File: src/sv/psu_pkg.sv
// Shared types, constants and the DAC scaling function of the PSU output supervisor.
// Used by psu_csr and psu_output_supervisor; depends on nothing else.
`default_nettype none

package psu_pkg;

   // DAC resolution and the code at which scaling saturates.
   localparam int DAC_BITS      = 12;
   localparam int CODE_MAX      = (1 << DAC_BITS) - 1;

   // Register file geometry: seven 32-bit registers at byte addresses 4*i.
   localparam int CSR_ADDR_BITS = 5;
   localparam int CSR_DATA_BITS = 32;

   // Reset values of the configuration registers.
   localparam logic [15:0]        VOLT_LIMIT_RESET    = 16'd30000;
   localparam logic [15:0]        CURR_LIMIT_RESET    = 16'd5000;
   localparam logic [15:0]        VOLT_GAIN_RESET     = 16'd10600;
   localparam logic [15:0]        CURR_GAIN_RESET     = 16'd16500;
   localparam logic signed [11:0] SHUTDOWN_TEMP_RESET = 12'sd850;
   localparam logic signed [11:0] RECOVER_TEMP_RESET  = 12'sd700;
   localparam logic [7:0]         SAVE_DELAY_RESET    = 8'd100;

   // Reset values of the supervisor state.
   localparam logic [15:0] VOLT_SET_RESET = 16'd3300;
   localparam logic [15:0] CURR_SET_RESET = 16'd100;

   // Command carried by one input beat.
   typedef enum logic [1:0] {
      MODE_TICK       = 2'd0,
      MODE_SET_VOLT   = 2'd1,
      MODE_SET_CURR   = 2'd2,
      MODE_SET_ENABLE = 2'd3
   } mode_type;

   // Register indexes, taken from paddr[4:2].
   typedef enum logic [2:0] {
      REG_VOLT_LIMIT    = 3'd0,
      REG_CURR_LIMIT    = 3'd1,
      REG_VOLT_GAIN     = 3'd2,
      REG_CURR_GAIN     = 3'd3,
      REG_SHUTDOWN_TEMP = 3'd4,
      REG_RECOVER_TEMP  = 3'd5,
      REG_SAVE_DELAY    = 3'd6
   } reg_index_type;

   // Configuration as seen by the datapath.
   typedef struct packed {
      logic [15:0] voltage_limit_mv;
      logic [15:0] current_limit_ma;
      logic [15:0] voltage_gain;
      logic [15:0] current_gain;
      logic [11:0] shutdown_temp;
      logic [11:0] recover_temp;
      logic [7:0]  save_delay_ticks;
   } psu_cfg_type;

   // Scale a setpoint by a gain, drop 16 fraction bits and saturate to the DAC range.
   function automatic logic [DAC_BITS-1:0] dac_code(input logic [15:0] setpoint,
                                                    input logic [15:0] gain);
      logic [31:0] product;
      logic [15:0] scaled;
      product = 32'(setpoint) * 32'(gain);
      scaled  = product[31:16];
      if (scaled > 16'(CODE_MAX)) begin
         return DAC_BITS'(CODE_MAX);
      end
      return scaled[DAC_BITS-1:0];
   endfunction

endpackage

`default_nettype wire

File: src/sv/psu_csr.sv
// APB-style configuration register file of the PSU output supervisor.
// Depends on psu_pkg for the register indexes, reset values and config struct.
`default_nettype none

module psu_csr (
   input  wire logic                               clock,
   input  wire logic                               reset,
   input  wire logic                               csr_psel,
   input  wire logic                               csr_penable,
   input  wire logic                               csr_pwrite,
   input  wire logic [psu_pkg::CSR_ADDR_BITS-1:0]  csr_paddr,
   input  wire logic [psu_pkg::CSR_DATA_BITS-1:0]  csr_pwdata,
   output logic      [psu_pkg::CSR_DATA_BITS-1:0]  csr_prdata,
   output logic                                    csr_pready,
   output psu_pkg::psu_cfg_type                    cfg
);
   import psu_pkg::*;

   psu_cfg_type   cfg_ff;
   psu_cfg_type   cfg_in;
   reg_index_type index;
   logic          wr_en;

   assign index      = reg_index_type'(csr_paddr[4:2]);
   assign wr_en      = csr_psel & csr_penable & csr_pwrite & csr_pready;
   assign csr_pready = 1'b1;
   assign cfg        = cfg_ff;

   // Write decode; an index past the last register is ignored.
   always_comb begin
      cfg_in = cfg_ff;
      if (wr_en) begin
         case (index)
            REG_VOLT_LIMIT:    cfg_in.voltage_limit_mv = csr_pwdata[15:0];
            REG_CURR_LIMIT:    cfg_in.current_limit_ma = csr_pwdata[15:0];
            REG_VOLT_GAIN:     cfg_in.voltage_gain     = csr_pwdata[15:0];
            REG_CURR_GAIN:     cfg_in.current_gain     = csr_pwdata[15:0];
            REG_SHUTDOWN_TEMP: cfg_in.shutdown_temp    = csr_pwdata[11:0];
            REG_RECOVER_TEMP:  cfg_in.recover_temp     = csr_pwdata[11:0];
            REG_SAVE_DELAY:    cfg_in.save_delay_ticks = csr_pwdata[7:0];
            default:           cfg_in = cfg_ff;
         endcase
      end
   end

   always_ff @(posedge clock) begin
      if (reset) begin
         cfg_ff.voltage_limit_mv <= VOLT_LIMIT_RESET;
         cfg_ff.current_limit_ma <= CURR_LIMIT_RESET;
         cfg_ff.voltage_gain     <= VOLT_GAIN_RESET;
         cfg_ff.current_gain     <= CURR_GAIN_RESET;
         cfg_ff.shutdown_temp    <= SHUTDOWN_TEMP_RESET;
         cfg_ff.recover_temp     <= RECOVER_TEMP_RESET;
         cfg_ff.save_delay_ticks <= SAVE_DELAY_RESET;
      end else begin
         cfg_ff <= cfg_in;
      end
   end

   // Read mux; registers come back zero extended.
   always_comb begin
      case (index)
         REG_VOLT_LIMIT:    csr_prdata = CSR_DATA_BITS'(cfg_ff.voltage_limit_mv);
         REG_CURR_LIMIT:    csr_prdata = CSR_DATA_BITS'(cfg_ff.current_limit_ma);
         REG_VOLT_GAIN:     csr_prdata = CSR_DATA_BITS'(cfg_ff.voltage_gain);
         REG_CURR_GAIN:     csr_prdata = CSR_DATA_BITS'(cfg_ff.current_gain);
         REG_SHUTDOWN_TEMP: csr_prdata = CSR_DATA_BITS'(cfg_ff.shutdown_temp);
         REG_RECOVER_TEMP:  csr_prdata = CSR_DATA_BITS'(cfg_ff.recover_temp);
         REG_SAVE_DELAY:    csr_prdata = CSR_DATA_BITS'(cfg_ff.save_delay_ticks);
         default:           csr_prdata = '0;
      endcase
   end

endmodule

`default_nettype wire

File: src/sv/psu_output_supervisor.sv
// PSU output supervisor top level: input register, command datapath and result register.
// Depends on psu_pkg and psu_csr.
`default_nettype none

// The supervisor takes one command beat per cycle while req_stall is low and returns exactly
// one result beat per command. A beat passes an input register, combinational logic
// (setpoint clamp, state update and the two 16x16 DAC scaling multipliers) and a result
// register, so the sustained rate is one item per clock when the result side does not
// stall; a stalled result holds the input register, and only then does req_stall rise.
// Each result shows the state after its command. Configuration is to be written through
// the APB-style port only while no command is in flight; the block does not enforce this.
module psu_output_supervisor (
   input  wire logic                               clock,
   input  wire logic                               reset,
   // Command channel
   input  wire logic                               req_valid,
   output logic                                    req_stall,
   input  wire logic [1:0]                         req_mode,
   input  wire logic [15:0]                        req_value,
   input  wire logic signed [11:0]                 req_temperature,
   // Result channel
   output logic                                    rsp_valid,
   input  wire logic                               rsp_stall,
   output logic [psu_pkg::DAC_BITS-1:0]            rsp_voltage_code,
   output logic [psu_pkg::DAC_BITS-1:0]            rsp_current_code,
   output logic                                    rsp_output_on,
   output logic                                    rsp_over_temp,
   output logic [15:0]                             rsp_voltage_setpoint,
   output logic [15:0]                             rsp_current_setpoint,
   output logic signed [11:0]                      rsp_last_temperature,
   output logic                                    rsp_save_strobe,
   // Configuration port
   input  wire logic                               csr_psel,
   input  wire logic                               csr_penable,
   input  wire logic                               csr_pwrite,
   input  wire logic [psu_pkg::CSR_ADDR_BITS-1:0]  csr_paddr,
   input  wire logic [psu_pkg::CSR_DATA_BITS-1:0]  csr_pwdata,
   output logic      [psu_pkg::CSR_DATA_BITS-1:0]  csr_prdata,
   output logic                                    csr_pready
);
   import psu_pkg::*;

   psu_cfg_type cfg;

   // Input register
   logic               in_vld_ff, in_vld_in;
   mode_type           mode_ff;
   logic [15:0]        value_ff;
   logic signed [11:0] temp_ff;

   // Supervisor state
   logic [15:0]        volt_set_ff, volt_set_in;
   logic [15:0]        curr_set_ff, curr_set_in;
   logic               enabled_ff, enabled_in;
   logic               hot_ff, hot_in;
   logic [7:0]         countdown_ff, countdown_in;
   logic signed [11:0] temp_reading_ff, temp_reading_in;
   logic               strobe;

   // Result register
   logic                out_vld_ff, out_vld_in;
   logic [DAC_BITS-1:0] volt_code_ff, curr_code_ff;
   logic                output_on_ff, over_temp_ff, strobe_ff;
   logic [15:0]         volt_set_out_ff, curr_set_out_ff;
   logic signed [11:0]  temp_out_ff;

   logic req_accept;
   logic advance;

   psu_csr u_csr (
      .clock       (clock),
      .reset       (reset),
      .csr_psel    (csr_psel),
      .csr_penable (csr_penable),
      .csr_pwrite  (csr_pwrite),
      .csr_paddr   (csr_paddr),
      .csr_pwdata  (csr_pwdata),
      .csr_prdata  (csr_prdata),
      .csr_pready  (csr_pready),
      .cfg         (cfg)
   );

   // Handshake: a held beat moves on when the result register is free or being drained.
   assign advance    = in_vld_ff & (~out_vld_ff | ~rsp_stall);
   assign req_stall  = in_vld_ff & ~advance;
   assign req_accept = req_valid & ~req_stall;
   assign in_vld_in  = req_accept | (in_vld_ff & ~advance);
   assign out_vld_in = advance | (out_vld_ff & rsp_stall);

   always_ff @(posedge clock) begin
      if (reset) begin
         in_vld_ff  <= 1'b0;
         out_vld_ff <= 1'b0;
      end else begin
         in_vld_ff  <= in_vld_in;
         out_vld_ff <= out_vld_in;
      end
   end

   // Capture the command beat.
   always_ff @(posedge clock) begin
      if (req_accept) begin
         mode_ff  <= mode_type'(req_mode);
         value_ff <= req_value;
         temp_ff  <= req_temperature;
      end
   end

   // Command decode and next state.
   always_comb begin
      volt_set_in     = volt_set_ff;
      curr_set_in     = curr_set_ff;
      enabled_in      = enabled_ff;
      hot_in          = hot_ff;
      countdown_in    = countdown_ff;
      temp_reading_in = temp_reading_ff;
      strobe          = 1'b0;
      case (mode_ff)
         MODE_TICK: begin
            temp_reading_in = temp_ff;
            if (!hot_ff && temp_ff >= $signed(cfg.shutdown_temp)) begin
               hot_in     = 1'b1;
               enabled_in = 1'b0;
            end else if (hot_ff && temp_ff < $signed(cfg.recover_temp)) begin
               hot_in = 1'b0;
            end
            if (countdown_ff != 8'd0) begin
               countdown_in = countdown_ff - 8'd1;
               strobe       = (countdown_ff == 8'd1);
            end
         end
         MODE_SET_VOLT: begin
            volt_set_in  = (value_ff > cfg.voltage_limit_mv) ? cfg.voltage_limit_mv
                                                             : value_ff;
            countdown_in = cfg.save_delay_ticks;
         end
         MODE_SET_CURR: begin
            curr_set_in  = (value_ff > cfg.current_limit_ma) ? cfg.current_limit_ma
                                                             : value_ff;
            countdown_in = cfg.save_delay_ticks;
         end
         MODE_SET_ENABLE: begin
            // Enabling is refused during over-temperature; disabling always goes through.
            if (!(value_ff[0] && hot_ff)) begin
               enabled_in = value_ff[0];
            end
         end
         default: begin
            strobe = 1'b0;
         end
      endcase
   end

   always_ff @(posedge clock) begin
      if (reset) begin
         volt_set_ff     <= VOLT_SET_RESET;
         curr_set_ff     <= CURR_SET_RESET;
         enabled_ff      <= 1'b0;
         hot_ff          <= 1'b0;
         countdown_ff    <= 8'd0;
         temp_reading_ff <= 12'sd0;
      end else if (advance) begin
         volt_set_ff     <= volt_set_in;
         curr_set_ff     <= curr_set_in;
         enabled_ff      <= enabled_in;
         hot_ff          <= hot_in;
         countdown_ff    <= countdown_in;
         temp_reading_ff <= temp_reading_in;
      end
   end

   // Result register, loaded from the updated state.
   always_ff @(posedge clock) begin
      if (advance) begin
         volt_code_ff    <= enabled_in ? dac_code(volt_set_in, cfg.voltage_gain)
                                       : '0;
         curr_code_ff    <= dac_code(curr_set_in, cfg.current_gain);
         output_on_ff    <= enabled_in;
         over_temp_ff    <= hot_in;
         volt_set_out_ff <= volt_set_in;
         curr_set_out_ff <= curr_set_in;
         temp_out_ff     <= temp_reading_in;
         strobe_ff       <= strobe;
      end
   end

   assign rsp_valid            = out_vld_ff;
   assign rsp_voltage_code     = volt_code_ff;
   assign rsp_current_code     = curr_code_ff;
   assign rsp_output_on        = output_on_ff;
   assign rsp_over_temp        = over_temp_ff;
   assign rsp_voltage_setpoint = volt_set_out_ff;
   assign rsp_current_setpoint = curr_set_out_ff;
   assign rsp_last_temperature = temp_out_ff;
   assign rsp_save_strobe      = strobe_ff;

`ifndef SYNTHESIS
   // The output is never on while the over-temperature lockout holds.
   a_no_on_when_hot: assert property (@(posedge clock) disable iff (reset)
      !(enabled_ff && hot_ff))
      else $error("output enabled during over-temperature lockout");

   // A disabled output always drives a zero voltage code.
   a_code_zero_when_off: assert property (@(posedge clock) disable iff (reset)
      (rsp_valid && !rsp_output_on) |-> (rsp_voltage_code == '0))
      else $error("nonzero voltage code while output off");

   // A full pipeline facing a stalled result must stall the command side.
   a_backpressure: assert property (@(posedge clock) disable iff (reset)
      (in_vld_ff && out_vld_ff && rsp_stall) |-> req_stall)
      else $error("command accepted while both stages are blocked");

   // The save strobe only comes from a tick that counted down from one.
   a_strobe_source: assert property (@(posedge clock) disable iff (reset)
      (advance && strobe) |=> (countdown_ff == 8'd0 && rsp_save_strobe))
      else $error("save strobe without countdown expiry");
`endif

endmodule

`default_nettype wire

File: config.mk
export PLATFORM = sky130hd
export DESIGN_NAME = psu_output_supervisor
export DESIGN_NICKNAME = d
export VERILOG_FILES = /design/src/sv/psu_pkg.sv /design/src/sv/psu_csr.sv /design/src/sv/psu_output_supervisor.sv
export SDC_FILE = /design/constraint.sdc
export NUM_CORES = 2
export LEC_CHECK = 0
export BUFFER_PORTS_ARGS = -buffer_cell sky130_fd_sc_hd__buf_2
export CORE_UTILIZATION = 45
export DETAILED_ROUTE_END_ITERATION = 8
export PLACE_DENSITY_LB_ADDON = 0.3
export SETUP_SLACK_MARGIN = 0.4
export SYNTH_ARGS = -nofsm -noshare
export SYNTH_HDL_FRONTEND = slang
export SYNTH_SLANG_ARGS = --single-unit
File: constraint.sdc
create_clock -name clock -period 9.7 [get_ports clock]
set_input_delay 0.485 -clock clock [delete_from_list [all_inputs] [get_ports clock]]
set_output_delay 0.485 -clock clock [all_outputs]
set_load 0.1 [all_outputs]
Yosys cells after proc, flatten, opt, wreduce, memory -nomap -nowiden

Cells that the tools add are included.

Add/sub/neg operators: 1
Multiply operators: 2
Order comparisons: 6
Eq/ne operators: 11
Mux-type cells: 22
Bitwise gates (word level): 13
Reduce and logical (&&, ||, !) cells: 18

Operators with widths:

| kind                                                                               | number |
|---|---|
| 16-bit case mux with 7 select lines                                                | 1 |
| 16-bit by 16-bit multiplier with 32-bit output                                     | 2 |
| 16-bit two-way mux                                                                 | 4 |
| 12-bit two-way mux                                                                 | 5 |
| 16-bit by 12-bit greater-than comparator with 1-bit output (second input constant) | 2 |
| 16-bit greater-than comparator                                                     | 2 |
| 8-bit case mux with 2 select lines                                                 | 1 |
| 2-bit AND reduction                                                                | 8 |
| 12-bit >= comparator                                                               | 1 |
| 12-bit less-than comparator                                                        | 1 |
| 3-bit == test (second input constant)                                              | 3 |
| 1-bit two-way mux                                                                  | 9 |
| 8-bit by 1-bit == test with 1-bit output (second input constant)                   | 1 |
| 8-bit two-way mux                                                                  | 1 |
| 8-bit nonzero test                                                                 | 1 |
| 8-bit by 1-bit subtractor with 8-bit output (second input constant)                | 1 |
| 1-bit AND                                                                          | 6 |
| 3-bit by 2-bit == test with 1-bit output (second input constant)                   | 2 |
| 2-bit == test (second input constant)                                              | 2 |
| 1-bit inverter                                                                     | 4 |
| 3-bit by 1-bit == test with 1-bit output (second input constant)                   | 1 |
| 1-bit logical AND                                                                  | 3 |
| 3-bit logical NOT                                                                  | 1 |
| 1-bit bitwise OR                                                                   | 3 |
| 8 further kinds                                                                    | 8 |

Flip-flop bits (word level): 253
Input bits: 74
Output and inout bits: 106
Word-level logic and storage cells: 99

Logic depth before layout (Yosys ltp)

Depth in word-level cells: 8
Mapped depth: 37
Mapped depth without buffers: 33

Modules after synthesis

A second synthesis with hierarchy kept.

Cells, all modules: 3297
Area total of the unflattened synthesis: 29602.1 µm²

By module, submodules not included:

| module                | times used | cells an instance | area an instance (µm²) | seq. area each (µm²) |
|---|---|---|---|---|
| psu_output_supervisor | 1          | 2775              | 24886.4                | 4154.0 |
| psu_csr               | 1          | 522               | 4715.8                 | 1921.8 |

Least setup slack after synthesis

No wires, ideal clock.

Path kind: register to register
From: register value_ff[13]
To: register volt_code_ff[11] (netlist: rsp_voltage_code[11]) (data pin)
Library setup time: 266 ps
Arrival time: 8598 ps
Required time: 9434 ps
Slack: 836 ps
Cell stages (with the launch flop): 34
Buffers on the path: 2
Period minus slack after synthesis: 8864 ps
Cells stage by stage: edfxtp_1 > ha_1 > nand4_2 > or4_4 > a21oi_2 > nor3_1 > nor2_1 > buf_2 > mux2i_1 > a21oi_1 > buf_2 > nand2_1 > fa_1 > inv_1 > fa_1 > inv_1 > fa_1 > inv_1 > fa_1 > fa_1 > inv_1 > fa_1 > inv_1 > ha_1 > and3_1 > and4_1 > inv_1 > o21ai_0 > a311oi_1 > a21oi_1 > a211o_1 > a221oi_1 > xor2_1 > a21oi_1

Longest elaborated chain between the ends: 8

Ends and longest elaborated chain:

| item                                                       | RTL line                     | text |
|---|---|---|
| start: declaration                                         | psu_output_supervisor.sv:48  | `logic [15:0] value_ff;` |
| start signal: assignment                                   | psu_output_supervisor.sv:104 | `value_ff <= req_value;` |
| 16-bit greater-than comparator *                           | psu_output_supervisor.sv:133 | `volt_set_in = (value_ff > cfg.voltage_limit_mv) ? cfg.voltage_limit_mv` |
| 16-bit two-way mux *                                       | psu_output_supervisor.sv:133 |  |
| 16-bit two-way mux *                                       | psu_output_supervisor.sv:118 | `case (mode_ff)` |
| named net volt_set_in[7]                                   | psu_output_supervisor.sv:52  | `logic [15:0] volt_set_ff, volt_set_in;` |
| 16-bit by 16-bit multiplier with 32-bit output *           | psu_pkg.sv:63                | `product = 32'(setpoint) * 32'(gain);` |
| 16-bit by 12-bit greater-than comparator with 1-bit output | psu_pkg.sv:65                | `if (scaled > 16'(CODE_MAX)) begin` |
| 1-bit two-way mux                                          | psu_pkg.sv:65                |  |
| 1-bit two-way mux                                          | psu_output_supervisor.sv:174 | `if (advance) begin` |
| 12-bit two-way mux *                                       | psu_pkg.sv:68                | `return scaled[DAC_BITS-1:0];` |
| end signal: assignment                                     | psu_output_supervisor.sv:175 | `volt_code_ff <= enabled_in ? dac_code(volt_set_in, cfg.voltage_gain)` |
| end: declaration                                           | psu_output_supervisor.sv:62  | `logic [DAC_BITS-1:0] volt_code_ff, curr_code_ff;` |

The timed path passes the listed nets; every way through them passes the cells marked *. The select of a mux whose other input is x is not followed.
A chain may end at the register's enable or synchronous reset.

Worst setup path in the final report

From: register value_ff[15]
To: register volt_code_ff[10] (netlist: rsp_voltage_code[10]) (data pin)

Longest elaborated chain between the ends: 8

Ends and longest elaborated chain:

| item                                                       | RTL line |
|---|---|
| 16-bit greater-than comparator                             | psu_output_supervisor.sv:133 |
| 16-bit two-way mux *                                       | psu_output_supervisor.sv:133 |
| 16-bit two-way mux *                                       | psu_output_supervisor.sv:118 |
| 16-bit by 16-bit multiplier with 32-bit output *           | psu_pkg.sv:63 |
| 16-bit by 12-bit greater-than comparator with 1-bit output | psu_pkg.sv:65 |
| 1-bit two-way mux                                          | psu_pkg.sv:65 |
| 1-bit two-way mux                                          | psu_output_supervisor.sv:174 |
| 12-bit two-way mux *                                       | psu_pkg.sv:68 |

Every way passes the cells marked *; elsewhere a longest branch is shown, timed or not. The select of a mux whose other input is x is not followed.

==> impl.org <==
** Outcome
- The run finished with clean final reports.

** STA
- Clock skew :: 34.0 ps
- Post-route fraction of the period consumed by the critical path :: 92.1%
- Fin. max-slew vios :: 0
- Worst-case headroom to the max-slew limit :: 32.8%
- Max Clk Rate :: 112 MHz
- After routing, the total negative slack on setup checks comes to 0 ps.
- Setup violators final :: 0
- Final setup margin :: 767 ps
- Unrepaired setup endpoints after global routing :: false
- Slew of the pin with the lowest slew margin :: 1000 ps
- Fin crit period :: 8930 ps
- The hold violation count in the final report came to 0.

** Clock network
- Level count of the clock H-tree :: 2
- TritonCTS clock tree :: built
- Worst skew pair latency :: 580 ps
- The clock passes through at most 3 buffers.
- CTS root buf :: sky130_fd_sc_hd__clkbuf_16
- Post-cts hold buffer count :: 0
- # clock sinks :: 253
- Number of buffers added by the clock tree synthesis step :: 34
- Clock input transition at the sequential cells of the worst setup and hold paths :: 60 ps

** Worst setup path
- For this design, the slowest cell found on the critical path is sky130_fd_sc_hd__or4_4.
- CP startpoint kind :: flip-flop
- Startpoint-to-endpoint class of the critical path :: reg2reg
- The worst register-to-register path has a setup slack of 770 ps.
- Highest net fanout along the worst path :: 18
- The worst setup path is captured at a flip-flop.
- CP Data Required Time :: 9970 ps
- Kind of cell with the highest combined delay on the critical path :: adder cells
- For this run, the slowest stage of the critical path takes 560 ps.
- The critical path runs through a total of 35 cells.
- The cell that appears most often on the critical path is sky130_fd_sc_hd__fa_1.
- Together, buffers and inverters on the worst path number 8.
- Arrival @ worst endpoint :: 9200 ps
- The worst register-to-register path has a depth of 35.

** Placed design
- Worst-case setup slack after placement :: 326 ps
- The count of buffers added on input and output ports is 144.
- Detailed Place HPWL :: 58.3 mm
- Instance area at placement :: 0.0304 mm2
- Placer congestion estimate :: 0.900

** Finish
- The net count of the finished layout is 4035.
- Cells with a size suffix above 1 make up 10.2% of the layout.
- Area overhead of the layout relative to synthesis :: 10.4%
- Post-route cell area :: 0.0317 mm2

** Detailed routing
- The pre-antenna-repair detailed-routing pass consisted of 5 iterations.
- Average detailed-routed wire length per instance :: 18.5 um
- Using the TritonRoute via totals, the vias-per-cell ratio works out to 5.33.
- Vias after detailed routing :: 22300
- After detailed routing, the number of remaining DRC violations is 0.
- The final layout contains routed wiring with a total length of 77.5 mm.
- Iteration-0 DRC Markers :: 1586
- The detail route stage leaves a number of antenna-violating nets equal to 0.

** Global route
- Overall track demand over capacity in global routing :: 24.7%
- First-pass GRT wire length :: 124 mm
- The via count of the first global-routing pass is 22500.
- Maximum number of pins on one net before global-route repair :: 83
- Global routing finished with a remaining overflow of 0.
- The initial antenna violation count is 4.

** Power and ir drop
- Of the total power, the share spent switching nets is 46.2%.
- For this design the ratio of total power to cell area is 187 mW/mm2.
- Summing internal, switching and leakage power gives 5.93 mW.
- Peak supply drop :: 0.186 mV
- Of the total power, the clock network draws 21.3%.
- Cell internal power was estimated by the tool at 3.19 mW.
- In this run the static leakage power is 15.0 nW.
- Flop pwr share :: 20.3%
- Of the total power, combinational logic draws 58.4%.
- Switching power summed over all nets :: 2.74 mW

** Yosys
- In this run, synthesis inferred 101 flip-flops with an integrated enable.
- Summing every instance area after synthesis gives 0.0288 mm2.
- Mean cell area of the mapped netlist :: 8.93 um2
- Yosys warning count :: 0
- Of the synthesized area, sequential elements account for 21.1%.
- Post-synthesis sequential element count :: 253
- Ys flop type :: sky130_fd_sc_hd__dfxtp_1
- Distinct cell type count after synthesis :: 72
- Post-synthesis instance total :: 3222
- Share of flip-flops with an asynchronous set or reset :: 0%

** Die
- Die span in x :: 255 um
- Number of primary I/O pins :: 180
- Number of rows created at floorplan :: 92
- Die Footprint :: 0.0649 mm2
- Floorplan die height :: 255 um
- Core outline area :: 0.0631 mm2
- Once the floorplan was initialized, standard cells occupied 45.6% of the core.

** Hold path
- Cell depth of the worst hold path :: 1
- Worst hold-check path type :: in2reg

** Flow run
- Max-cap violations in this run came to 0.
power groups by stage:
stage / Sequential, mW / Clock, mW / Combinational (mW)
3_3_place_gp: 1.23 / 0 / 3.37
4_1_cts: 1.21 / 1.30 / 3.41
5_1_grt: 1.21 / 1.34 / 3.93
6_report: 1.20 / 1.27 / 3.46
3_5_place_dp: 1.23 / 0 / 3.38
2_1_floorplan: 1.39 / 0 / 2.42
synthesized netlist by cell type (7+ instances only):
cell,instances,area (um2)
sky130_fd_sc_hd__mux2_2,17,191
sky130_fd_sc_hd__inv_1,516,1940
sky130_fd_sc_hd__mux4_2,10,225
sky130_fd_sc_hd__a21o_1,45,338
sky130_fd_sc_hd__clkbuf_1,131,492
sky130_fd_sc_hd__a22oi_1,7,52.6
sky130_fd_sc_hd__dfxtp_1,152,3040
sky130_fd_sc_hd__or3_1,7,43.8
sky130_fd_sc_hd__nor3_1,19,95.1
sky130_fd_sc_hd__ha_1,263,3290
sky130_fd_sc_hd__and2_1,246,1540
sky130_fd_sc_hd__and3_1,13,81.3
sky130_fd_sc_hd__nor2_1,95,357
sky130_fd_sc_hd__o211ai_1,31,233
sky130_fd_sc_hd__fa_1,386,7730
sky130_fd_sc_hd__o21bai_1,8,60.1
sky130_fd_sc_hd__buf_2,11,55.1
sky130_fd_sc_hd__nand2_1,582,2180
sky130_fd_sc_hd__nand4_1,12,75.1
sky130_fd_sc_hd__edfxtp_1,101,3030
sky130_fd_sc_hd__nand3_1,38,190
sky130_fd_sc_hd__nor2b_1,23,144
sky130_fd_sc_hd__o21ai_0,54,270
sky130_fd_sc_hd__buf_4,17,128
sky130_fd_sc_hd__a31oi_1,10,62.6
sky130_fd_sc_hd__buf_1,14,52.6
sky130_fd_sc_hd__mux2i_1,55,551
sky130_fd_sc_hd__a21oi_1,206,1030
sky130_fd_sc_hd__xnor2_1,19,166
sky130_fd_sc_hd__nand2b_1,20,125
sky130_fd_sc_hd__a21oi_2,11,96.3
sky130_fd_sc_hd__xor2_1,13,114
registers in the layout, indices dropped and copies added, names as in the netlist, 12 cells and up:
signal,cells
rsp_voltage_setpoint,16
curr_set_ff,16
temp_reading_ff,12
rsp_last_temperature,12
value_ff,16
rsp_current_code,12
volt_set_ff,16
rsp_voltage_code,12
rsp_current_setpoint,16
temp_ff,12
u_csr.cfg,96
cell usage in the layout, fill, tap and decap left out, types with 22 or more instances in the layout:
cell                          n
sky130_fd_sc_hd__nand2_1    581
sky130_fd_sc_hd__inv_1      515
sky130_fd_sc_hd__fa_1       386
sky130_fd_sc_hd__ha_1       263
sky130_fd_sc_hd__and2_1     246
sky130_fd_sc_hd__a21oi_1    200
sky130_fd_sc_hd__dfxtp_1    152
sky130_fd_sc_hd__buf_2      143
sky130_fd_sc_hd__edfxtp_1   101
sky130_fd_sc_hd__nor2_1      94
sky130_fd_sc_hd__buf_4       57
sky130_fd_sc_hd__o21ai_0     53
sky130_fd_sc_hd__mux2i_1     53
sky130_fd_sc_hd__a21o_1      45
sky130_fd_sc_hd__nand3_1     38
sky130_fd_sc_hd__clkbuf_16   35
sky130_fd_sc_hd__o211ai_1    31
sky130_fd_sc_hd__nor2b_1     22
stage by stage:
step                      util, %  cells  hold slack (ps)
after floorplan                 -   3237              434
after global placement       48.2   4111              439
after detailed placement     48.2   4111              446
after CTS                    50.0   4173             48.3
after global routing         50.3   4184             53.9
final                        50.3   4185             79.1
kinds of logic (layout without fill, tap and decap cells):
group | after synthesis | in the layout | synth area share [%]
mux | 82 | 82 | 3.36
flops | 253 | 253 | 21.1
fa+ha+maj | 649 | 649 | 38.3
xor+xnor | 32 | 32 | 0.975
compound gates | 436 | 436 | 9.47
buf+inv | 692 | 793 | 9.33
other cells | 2 | 18 | 0.0261
simple gates | 1076 | 1076 | 17.4
worst paths after layout:
kind                      startpoint                    to
setup reg to reg        value_ff[15]  rsp_voltage_code[10]
setup / recovery        value_ff[15]  rsp_voltage_code[10]
hold reg to reg   temp_reading_ff[1]    temp_reading_ff[1]
hold / removal    req_temperature[7]            temp_ff[7]
metal layers:
layer	up-vias	share of wire, %	track usage, %
li1	10400	-	-
met1	11000	45	34.5
met2	756	45	38.8
met3	123	7.8	4.62
met4	6	2.8	7.41
met5	-	0.045	0
cell type report:
type	count	area (um2)
antenna	1	2.50
tap	846	1060
clock buffer	43	946
inverter	518	1950
timing repair buffer	213	1350
multi-input combinational	2292	20200
fill	6039	31300
sequential	253	6080
clock inverter	19	174
timing repair:
item,4_1_cts,5_1_grt
setup endpoints to repair,13,24
resized for setup,3,24
pin swaps,0,4
buffers inserted,0,11
(Power assumes the default switching activity.)
